$ cat config.mk
export PLATFORM = sky130hd
export DESIGN_NAME = stbs_ctrl
export DESIGN_NICKNAME = d
export VERILOG_FILES = /design/src/rtl/stbs_pkg.sv /design/src/rtl/stbs_ctrl.sv
export SDC_FILE = /design/constraint.sdc
export NUM_CORES = 1
export LEC_CHECK = 0
export BUFFER_PORTS_ARGS = -buffer_cell sky130_fd_sc_hd__buf_2
export CAP_MARGIN = 20
export CORE_AREA = 4 4 41 43
export CTS_BUF_LIST = sky130_fd_sc_hd__clkbuf_16
export DETAILED_ROUTE_END_ITERATION = 12
export DIE_AREA = 0 0 45 47
export GPL_ROUTABILITY_DRIVEN = 0
export PLACE_DENSITY = 0.5
export SETUP_SLACK_MARGIN = 0.3
export SLEW_MARGIN = 20
export SYNTH_ARGS = -nofsm -noshare
export SYNTH_HDL_FRONTEND = slang
export SYNTH_SLANG_ARGS = --single-unit
export TNS_END_PERCENT = 50
$ cat constraint.sdc
create_clock -name clk -period 1.5 [get_ports clk]
set_input_delay 0.075 -clock clk [delete_from_list [all_inputs] [get_ports clk]]
set_output_delay 0.075 -clock clk [all_outputs]
set_load 0.02 [all_outputs]
$ cat src/rtl/stbs_pkg.sv
// stbs_pkg: shared field widths, codes and controller/datapath bundles
// for the sorted table binary search block; no dependencies
package stbs_pkg;

  localparam int KIND_W       = 1;
  localparam int LOAD_INDEX_W = 10;
  localparam int KEY_W        = 32;
  localparam int CFG_W        = 11;
  localparam int MATCH_W      = 10;
  localparam int PROBE_W      = 4;

  localparam logic [KIND_W-1:0] KIND_LOAD   = 1'b0;
  localparam logic [KIND_W-1:0] KIND_SEARCH = 1'b1;

  // controller to datapath
  typedef struct packed {
    logic load;     // write the key at load_index
    logic start;    // set up a new search range and issue the first read
    logic step;     // evaluate the probed entry this cycle
    logic capture;  // park the result until the output slot frees up
    logic emit;     // load the output register
  } stbs_cmd_t;

  // datapath to controller
  typedef struct packed {
    logic empty;      // no entries to search
    logic hit;        // probed entry matches the key
    logic range_end;  // narrowed range is empty
    logic slot_free;  // output register can take a word
  } stbs_status_t;

endpackage

$ cat src/rtl/stbs_ctrl.sv
// stbs_ctrl: search sequencer state machine
// depends on stbs_pkg; drives commands into stbs_datapath
module stbs_ctrl (
  input  logic                          clk,
  input  logic                          rst,
  input  logic                          req_valid,
  input  logic [stbs_pkg::KIND_W-1:0]   req_kind,
  output logic                          req_ready,
  input  stbs_pkg::stbs_status_t        status,
  output stbs_pkg::stbs_cmd_t           cmd
);

  typedef enum logic [1:0] {
    IDLE,
    PROBE,
    DONE
  } state_t;

  state_t state;
  state_t state_next;

  assign req_ready = (state == IDLE);

  always_comb begin
    cmd        = '0;
    state_next = state;
    case (state)
      IDLE: begin
        if (req_valid) begin
          if (req_kind == stbs_pkg::KIND_SEARCH) begin
            cmd.start = 1'b1;
            if (status.empty) begin
              cmd.capture = 1'b1;
              state_next  = DONE;
            end else begin
              state_next  = PROBE;
            end
          end else begin
            cmd.load = 1'b1;
          end
        end
      end
      PROBE: begin
        cmd.step = 1'b1;
        if (status.hit || status.range_end) begin
          if (status.slot_free) begin
            cmd.emit   = 1'b1;
            state_next = IDLE;
          end else begin
            cmd.capture = 1'b1;
            state_next  = DONE;
          end
        end
      end
      DONE: begin
        if (status.slot_free) begin
          cmd.emit   = 1'b1;
          state_next = IDLE;
        end
      end
      default: begin
        state_next = IDLE;
      end
    endcase
  end

  always_ff @(posedge clk) begin
    if (rst) begin
      state <= IDLE;
    end else begin
      state <= state_next;
    end
  end

endmodule

==> impl_metrics.toml, run 1 <==
[power_and_ir_drop]
power_per_unit_of_standard_cell_area_nw_per_um2 = 1980
p_leak_nw = 0.249
vdd_ir_drop_max_v = 0.000862

[clock_network]
cts_hold_buffers = 0
htreeDepth = 1
cts_inserted_buffers = 3
cts.sink_count = 2
root_buffer = "sky130_fd_sc_hd__clkbuf_16"
clock_path_buffers = 2
cts_tree = "yes"
clock_latency_on_the_worst_skew_pair_ps = 220
clkSlewWorstSetupHoldPaths_ps = 30

[logic_synthesis]
synth_largest_area_cell = "sky130_fd_sc_hd__ha_1"
ys_top_cells_by_area = "sky130_fd_sc_hd__ha_1 (26%), sky130_fd_sc_hd__dfxtp_1 (17%), sky130_fd_sc_hd__mux2i_1 (8.3%)"
synth_sequential_area_ratio = 0.167
dominant_synthesized_flop_cell = "sky130_fd_sc_hd__dfxtp_1"
yosys.cell_count.top_type = "sky130_fd_sc_hd__ha_1"
synth-seq-cells = 2
asyncSetResetFlopFracSynth = 0
post_synth_edffs = 0
synth.cell_area_sq_um = 240
synthTopCellsByCount = "sky130_fd_sc_hd__ha_1 (5), sky130_fd_sc_hd__inv_1 (4), sky130_fd_sc_hd__nand2_1 (4)"
netlist-cell-type-count = 15
synth_largest_type_area_fraction = 0.260
netlist_instances = 31
yosys_warnings = 0
synth_fp_nets = 44
post_synthesis_average_cell_area_sq_um = 7.75

[critical_path]
crit_path_cell_trace = "inv_6, ha_4, nor2_1, or4b_1, mux2i_1"
number_of_cells_on_the_worst_reg_to_reg_path = 5
path_class = "flop to flop"
critPathLaunchType = "flop"
critical_path.max_stage_delay_ps = 480
crit-reg2reg-capture = "state[0]"
cp-end-kind = "flop"
worst-path-max-fanout = 5
reg2reg_slack_ps = 130
r2r-start = "state[1]"
worst-endpoint-arrival_ps = 1510
worstPathBufferInverterCount = 1
critical-path-slowest-cell = "sky130_fd_sc_hd__or4b_1"
cp_data_required_time_ps = 1640
path_delay_family = "simple AND/OR/NAND/NOR gates"

[timing]
final.setup_skew_ps = 2.26
maxSlewHeadroom = 0.810
timing.fmax_mhz = 728
fin_crit_sh = 0.916
final-hold-violation-count = 0
grt_setup_unrepaired = "true"
setup_tns_ps = 0
timing_worst_slew_pin_value_ps = 285
fin_crit_ps = 1370
setup_viol = 0
slew_viol_final = 0

[floorplan]
placement_rows = 13
placeableCoreArea_sq_um = 1300
die-area_sq_um = 2120
die_span_x_um = 45
initial_core_utilization = 0.185
number_of_placed_i_o_pins = 14
floorplan.die.height_um = 47

[status]
run_status = "finished clean"

[grt]
antenna_found_initial = 0
grt_pass1_wl_um = 1240
globalRoute.totalOverflow = 0
gr-usage-all-layers = 0.0828
first_global_vias = 309
largest_net_degree_at_the_start_of_global_routing = 6

[hold_path]
min_to = "state[0]"
hold_path_startpoint = "rst"
min-delay-path-class = "primary input to flop"
hold_depth = 3

[final_layout]
final_cell_area_sq_um = 534
drive_gt1_frac = 0.635
diodes = 0
area_growth_syn_to_layout_pct = 122
largest_register_ff_count = 2
layout_top_registers = "state (2)"
largest-register = "state"
num-nets-final = 66

[drt]
post-route-drc-count = 0
detail-route-antenna-nets = 0
wl_um = 670
detail_route.first_pass.iterations = 4
drt_iter0_markers = 3
detailroute.via_count = 289
post_drt_via_cell_ratio = 4.31
route.detailed.wl_per_inst_um = 10.0

[placed_design]
post_place_cell_area_sq_um = 369
placement.io_buffers = 13

[run]
cap_violations = 0
where the power goes:
group	leakage [nW]	total [W]	switching (W)	internal, W
logic	0.189	0.000532	0.000265	0.000267
registers	0.0178	0.000123	0.0000388	0.0000843
clock network	0.0423	0.000404	0.0000617	0.000343
total	0.249	0.00106	0.000365	0.000694
cells in the final DEF (no fill, tap or decap):
master                      synthesis  final
sky130_fd_sc_hd__clkbuf_16          0      3
sky130_fd_sc_hd__nand2b_4           0      1
sky130_fd_sc_hd__a211o_1            1      1
sky130_fd_sc_hd__o22ai_2            0      1
sky130_fd_sc_hd__ha_2               0      1
sky130_fd_sc_hd__nand2_1            4      3
sky130_fd_sc_hd__nor2b_4            0      1
sky130_fd_sc_hd__o21ai_0            1      1
sky130_fd_sc_hd__ha_4               0      4
sky130_fd_sc_hd__inv_6              0      1
sky130_fd_sc_hd__mux2i_1            2      2
sky130_fd_sc_hd__buf_2              0     12
sky130_fd_sc_hd__a21oi_1            1      1
sky130_fd_sc_hd__nand2_2            0      1
sky130_fd_sc_hd__and3_1             1      1
sky130_fd_sc_hd__dfxtp_4            0      2
sky130_fd_sc_hd__nand2b_1           3      2
sky130_fd_sc_hd__a222oi_1           1      1
sky130_fd_sc_hd__inv_4              0      1
sky130_fd_sc_hd__nor2_1             3      3
sky130_fd_sc_hd__inv_1              4      3
sky130_fd_sc_hd__buf_6              0      2
sky130_fd_sc_hd__or4b_1             1      1
sky130_fd_sc_hd__buf_4              0      3
metrics by stage:
step / instances / setup slack, ps / utilization / total power [W] / hold WS [ps]
3_3_place_gp: 60 / 111 / 0.284 / 0.000528 / 382
4_1_cts: 65 / 118 / 0.373 / 0.00100 / 163
2_1_floorplan: 31 / 188 / - / 0.000419 / 230
6_report: 67 / 126 / 0.411 / 0.00106 / 158
3_5_place_dp: 60 / 144 / 0.284 / 0.000534 / 387
5_1_grt: 67 / 14.6 / 0.411 / 0.00115 / 188
final cells by class:
type                    count  area, sq um
inverters                   4         22.5
clock inverters             1         3.75
clock buffers               3         75.1
well taps                  15         18.8
fillers                   140          767
multi-input cells          25          262
repair buffers             17          105
flip-flops and latches      2         47.5
worst max-delay path by stage:
stage	start	end	slack, ps	cells past startpoint
6_report	state[1]	state[0]	130	5
5_1_grt	state[1]	state[1]	10	5
4_1_cts	state[0]	state[0]	120	5
3_5_place_dp	state[0]	state[1]	140	5
3_3_place_gp	state[0]	state[1]	110	5
2_1_floorplan	state[1]	state[1]	190	4
metal layers:
metal  track usage  share of wire
met1        0.0860           0.42
met2         0.138           0.46
met3        0.0230           0.11
met4        0.0702              0
met5             0              0
worst register-to-register path: stages, from the launching register on:
cell and delay, ps:
sky130_fd_sc_hd__dfxtp_4 350, sky130_fd_sc_hd__inv_6 90, sky130_fd_sc_hd__ha_4 150, sky130_fd_sc_hd__nor2_1 80
sky130_fd_sc_hd__or4b_1 480, sky130_fd_sc_hd__mux2i_1 140
cells by family after synthesis:
group,share of synthesized area
buffers and inverters,0.0625
flip-flops,0.167
AO/OA/AOI/OAI,0.146
AND/OR/NAND/NOR,0.281
adder cells (fa/ha/maj),0.260
multiplexers,0.0833
what timing repair did:
item                       4_1_cts  5_1_grt
pin swaps                        2        3
setup endpoints to repair        5        6
setup buffers                    1        2
gates resized for setup          6        8
hold endpoints to repair         0        0
(Power assumes the default switching activity.)
==> inputs of run 2 (changes only) <==
- PLACE_DENSITY: 0.5 -> default
- PLACE_DENSITY_LB_ADDON: default -> 0.2
==> run 2 against run 1 <==
Global-route usage shrank 1.3 points. Sequential power hardly changed. Die area stayed put. Clock power barely moved. Total power down 10%. Worst hold slack worse by 11 ps. Non-clock buffer count fell by 3. Setup slack gained 18 ps. Critical path type unchanged. Critical endpoint is now state[1]. Largest cell class unchanged. Largest power group unchanged.
==> impl_metrics.toml, run 2 (synthesis results as in run 1) <==
[floorplan]
placement_rows = 13
floorplan.die.height_um = 47
placeableCoreArea_sq_um = 1300
number_of_placed_i_o_pins = 14
die-area_sq_um = 2120
die_span_x_um = 45
initial_core_utilization = 0.185

[critical_path]
cp_data_required_time_ps = 1640
critPathLaunchType = "flop"
cp-end-kind = "flop"
path_class = "flop to flop"
worst-endpoint-arrival_ps = 1490
worst-path-max-fanout = 4

[power_and_ir_drop]
p_leak_nw = 0.222
vdd_ir_drop_max_v = 0.000914
power_per_unit_of_standard_cell_area_nw_per_um2 = 2040
power.total_w = 0.000950

[timing]
slew_viol_final = 0
timing.fmax_mhz = 738
fin_crit_sh = 0.904
setup_viol = 0
final-hold-violation-count = 0
setup_tns_ps = 0
fin_crit_ps = 1360
smallest_setup_slack_after_layout_ps = 145
timing_worst_slew_pin_value_ps = 318
final.setup_skew_ps = 1.26
maxSlewHeadroom = 0.788
grt_setup_unrepaired = "true"

[drt]
drt_iter0_markers = 4
wl_um = 571
post-route-drc-count = 0
detailroute.via_count = 257
post_drt_via_cell_ratio = 4.02
detail_route.first_pass.iterations = 4
route.detailed.wl_per_inst_um = 8.92
detail-route-antenna-nets = 0

[status]
run_status = "finished clean"

[clock_network]
htreeDepth = 1
clock_path_buffers = 2
cts_inserted_buffers = 3
cts_post_setup_buffers_inserted = 0
cts.sink_count = 2
clock_latency_on_the_worst_skew_pair_ps = 220
root_buffer = "sky130_fd_sc_hd__clkbuf_16"
cts_hold_buffers = 0
clkSlewWorstSetupHoldPaths_ps = 30
cts_tree = "yes"

[placed_design]
dpl_worst_slack_ps = 115
placement.io_buffers = 13
hpwl_um = 489

[final_layout]
drive_gt1_frac = 0.490
largest-register = "state"
diodes = 0
largest_register_ff_count = 2
num-nets-final = 63
final_cell_mix = "sky130_fd_sc_hd__buf_2 (12), sky130_fd_sc_hd__nand2_1 (4)"
area_growth_syn_to_layout_pct = 93.8
final_common_cell = "sky130_fd_sc_hd__buf_2"
layout_top_registers = "state (2)"

[hold_path]
min-delay-path-class = "primary input to flop"

[run]
cap_violations = 0

[grt]
largest_net_degree_at_the_start_of_global_routing = 6
first_global_vias = 278
globalRoute.totalOverflow = 0
grt_pass1_wl_um = 1040
antenna_found_initial = 0
gr-usage-all-layers = 0.0693
-- run 2: cell types whose count changed in the layout (fill, tap and decap cells not counted), sizes merged --
cell,previous run,this run
buf,17,14
-- run 2: critical path, cell delays in order (launching register included) --
cell,delay (ps)
sky130_fd_sc_hd__dfxtp_4,370
sky130_fd_sc_hd__inv_6,50
sky130_fd_sc_hd__ha_4,160
sky130_fd_sc_hd__a222oi_1,340
sky130_fd_sc_hd__buf_4,190
sky130_fd_sc_hd__mux2i_1,170
-- run 2: where the power goes --
group / internal (W) / leakage (nW) / switching (W) / total, W
logic: 0.000196 / 0.162 / 0.000226 / 0.000422
clock network: 0.000343 / 0.0423 / 0.0000628 / 0.000406
registers: 0.0000842 / 0.0178 / 0.0000382 / 0.000122
-- run 2: path summary, 6_finish.rpt --
check	from	to	slack, ps	cells after the start
worst max-delay path	state[1]	state[1]	140	5
worst min-delay path	status[3]	state[0]	150	3
worst max register to register	state[1]	state[1]	140	5
worst min register to register	state[0]	state[0]	530	2
-- run 2: repair_timing --
action	4_1_cts	5_1_grt
gates resized for setup	2	2
endpoints found under the setup margin	5	6
pin swaps	2	1
-- run 2: per-layer routing --
metal	share of wire	track usage	routed length, um
met3	0.079	0.0268	45
met2	0.52	0.107	297
met1	0.40	0.0767	228
met5	0	0	0
met4	0	0.0526	0
-- run 2: area by class of cell --
| cell class | count | area (sq um) |
|---|---|---|
| tap | 15 | 18.8 |
| timing repair buffer | 14 | 75.1 |
| inverter | 4 | 22.5 |
| multi-input combinational | 25 | 223 |
| clock buffer | 3 | 75.1 |
| fill | 145 | 836 |
| sequential | 2 | 47.5 |
| clock inverter | 1 | 3.75 |
-- run 2: metrics by stage --
stage / util / cells / hold WS [ps] / instance area [sq um]
final: 0.358 / 64 / 147 / 465
after global routing: 0.358 / 64 / 180 / 465
after CTS: 0.354 / 64 / 152 / 460
after detailed placement: 0.284 / 60 / 373 / 369
after global placement: 0.284 / 60 / 383 / 369
after floorplan: - / 31 / 230 / 278
==> inputs of run 3 (changes only) <==
--- a/config.mk
+++ b/config.mk
@@ -13,5 +13,5 @@
 export DIE_AREA = 0 0 45 47
 export GPL_ROUTABILITY_DRIVEN = 0
-export PLACE_DENSITY_LB_ADDON = 0.2
+export PLACE_DENSITY = 0.48
 export SETUP_SLACK_MARGIN = 0.3
 export SLEW_MARGIN = 20
==> constraint.sdc (replaced) <==
create_clock -name clk -period 1.5 [get_ports clk]
set_input_delay 0.3 -clock clk [delete_from_list [all_inputs] [get_ports clk]]
set_output_delay 0.3 -clock clk [all_outputs]
set_load 0.02 [all_outputs]
==> run 3 against run 2 <==
Global-route usage is 3.2 points higher. Combinational power is 83% higher. Sequential share of layout area is 2.7 points lower. The flow now finishes with violations (setup timing). Clock power is 1% higher. Non-clock buffer count is 7 higher.
==> impl_metrics.toml, run 3 (synthesis results as in run 1) <==
[status]
run_status = "finished with violations"
failed_checks = "setup timing"

[clock_network]
cts_hold_buffers = 0
cts.sink_count = 2
clkSlewWorstSetupHoldPaths_ps = 30
cts_inserted_buffers = 3
clock_latency_on_the_worst_skew_pair_ps = 220
htreeDepth = 1
root_buffer = "sky130_fd_sc_hd__clkbuf_16"
cts_tree = "yes"
clock_path_buffers = 2

[timing]
timing_worst_slew_pin_value_ps = 334
smallest_setup_slack_after_layout_ps = -44.5
slew_viol_final = 0
fin_crit_ps = 1540
fin_crit_sh = 1.03
final.setup_skew_ps = 5.23
maxSlewHeadroom = 0.777
setup_tns_ps = -113
timing.fmax_mhz = 647
setup_viol = 4
final-hold-violation-count = 0
grt_setup_unrepaired = "true"

[final_layout]
diodes = 0
drive_gt1_frac = 0.750
num-nets-final = 70
area_growth_syn_to_layout_pct = 163
largest-register = "state"
final_cell_mix = "sky130_fd_sc_hd__buf_2 (7), sky130_fd_sc_hd__buf_6 (7), sky130_fd_sc_hd__buf_4 (6), sky130_fd_sc_hd__ha_4 (5)"
layout_top_registers = "state (2)"
largest_register_ff_count = 2
nFillCells = 133
finish.cell_count_without_fillers = 71

[power_and_ir_drop]
power_per_unit_of_standard_cell_area_nw_per_um2 = 2070
vdd_ir_drop_max_v = 0.00128
p_leak_nw = 0.278

[critical_path]
reg2reg_slack_ps = -30
crit-reg2reg-capture = "state[0]"
cp_data_required_time_ps = 1200
worst-path-max-fanout = 4
worst-endpoint-arrival_ps = 1240
path_class = "flop to output port"
number_of_cells_on_the_worst_reg_to_reg_path = 6
r2r-start = "state[0]"
critPathLaunchType = "flop"
cp-end-kind = "output port"

[hold_path]
min-delay-path-class = "primary input to flop"
hold_depth = 3
hold_path_startpoint = "rst"
min_to = "state[1]"

[drt]
post-route-drc-count = 0
detail_route.first_pass.iterations = 4
post_drt_via_cell_ratio = 4.48
route.detailed.wl_per_inst_um = 13.0
drt_iter0_markers = 4
detail-route-antenna-nets = 0
wl_um = 925
detailroute.via_count = 318

[placed_design]
placement.io_buffers = 13
placed_cells = 60
hpwl_um = 552

[floorplan]
number_of_placed_i_o_pins = 14
placement_rows = 13
die-area_sq_um = 2120
floorplan.die.height_um = 47
die_span_x_um = 45
initial_core_utilization = 0.185
placeableCoreArea_sq_um = 1300

[grt]
first_global_vias = 345
gr-usage-all-layers = 0.101
antenna_found_initial = 0
globalRoute.totalOverflow = 0
largest_net_degree_at_the_start_of_global_routing = 5
grt_pass1_wl_um = 1480

[run]
cap_violations = 0
## run 3: worst max path at each step
stage / start / to / slack (ps) / cells past startpoint
after detailed placement: state[1] / cmd[1] / 120 / 6
final: state[1] / cmd[1] / -40 / 6
after CTS: state[1] / cmd[1] / -60 / 6
after global placement: state[1] / cmd[1] / 120 / 6
after global routing: state[0] / state[1] / -120 / 6
after floorplan: state[1] / state[1] / 190 / 4
## run 3: worst max-delay path, cell delays in order, from the launching register on
cell	delay (ps)
sky130_fd_sc_hd__dfxtp_4	350
sky130_fd_sc_hd__inv_8	80
sky130_fd_sc_hd__ha_4	140
sky130_fd_sc_hd__nand2b_4	50
sky130_fd_sc_hd__o22ai_1	120
sky130_fd_sc_hd__nor2b_2	160
sky130_fd_sc_hd__buf_6	120
## run 3: power breakdown
group          total (W)  internal (W)  switching (W)
sequential      0.000129     0.0000844      0.0000442
combinational   0.000772      0.000430       0.000341
clock           0.000410      0.000343      0.0000666
## run 3: metrics by stage
step                      cell area (sq um)   util  total power, W  setup WS, ps  hold slack, ps
after floorplan                         284      -        0.000429           188             470
after global placement                  375  0.288        0.000546           124             509
after detailed placement                375  0.288        0.000549           123             506
after CTS                               621  0.477         0.00128         -60.7             375
after global routing                    632  0.486         0.00140          -122             417
final                                   632  0.486         0.00131         -44.5             393
## run 3: timing repair
item / in CTS / in global routing
pin swaps: 5 / 9
setup buffers: 7 / 0
setup endpoints to repair: 8 / 8
gates cloned: 0 / 0
resized for setup: 26 / 4
## run 3: layer usage
metal	vias to the layer above	global-route usage	share of wire
met5	-	0	0
met4	0	0.0877	0.017
met3	2	0.0192	0.080
met2	12	0.192	0.56
met1	149	0.0903	0.34
li1	155	-	-
## run 3: area by class of cell
type                    instances  area [sq um]  share of cell area
well taps                      15          18.8              0.0297
multi-input cells              25           280               0.444
clock inverters                 1          3.75             0.00594
clock buffers                   3          75.1               0.119
flip-flops and latches          2          47.5              0.0752
inverters                       4          27.5              0.0436
repair buffers                 21           179               0.283
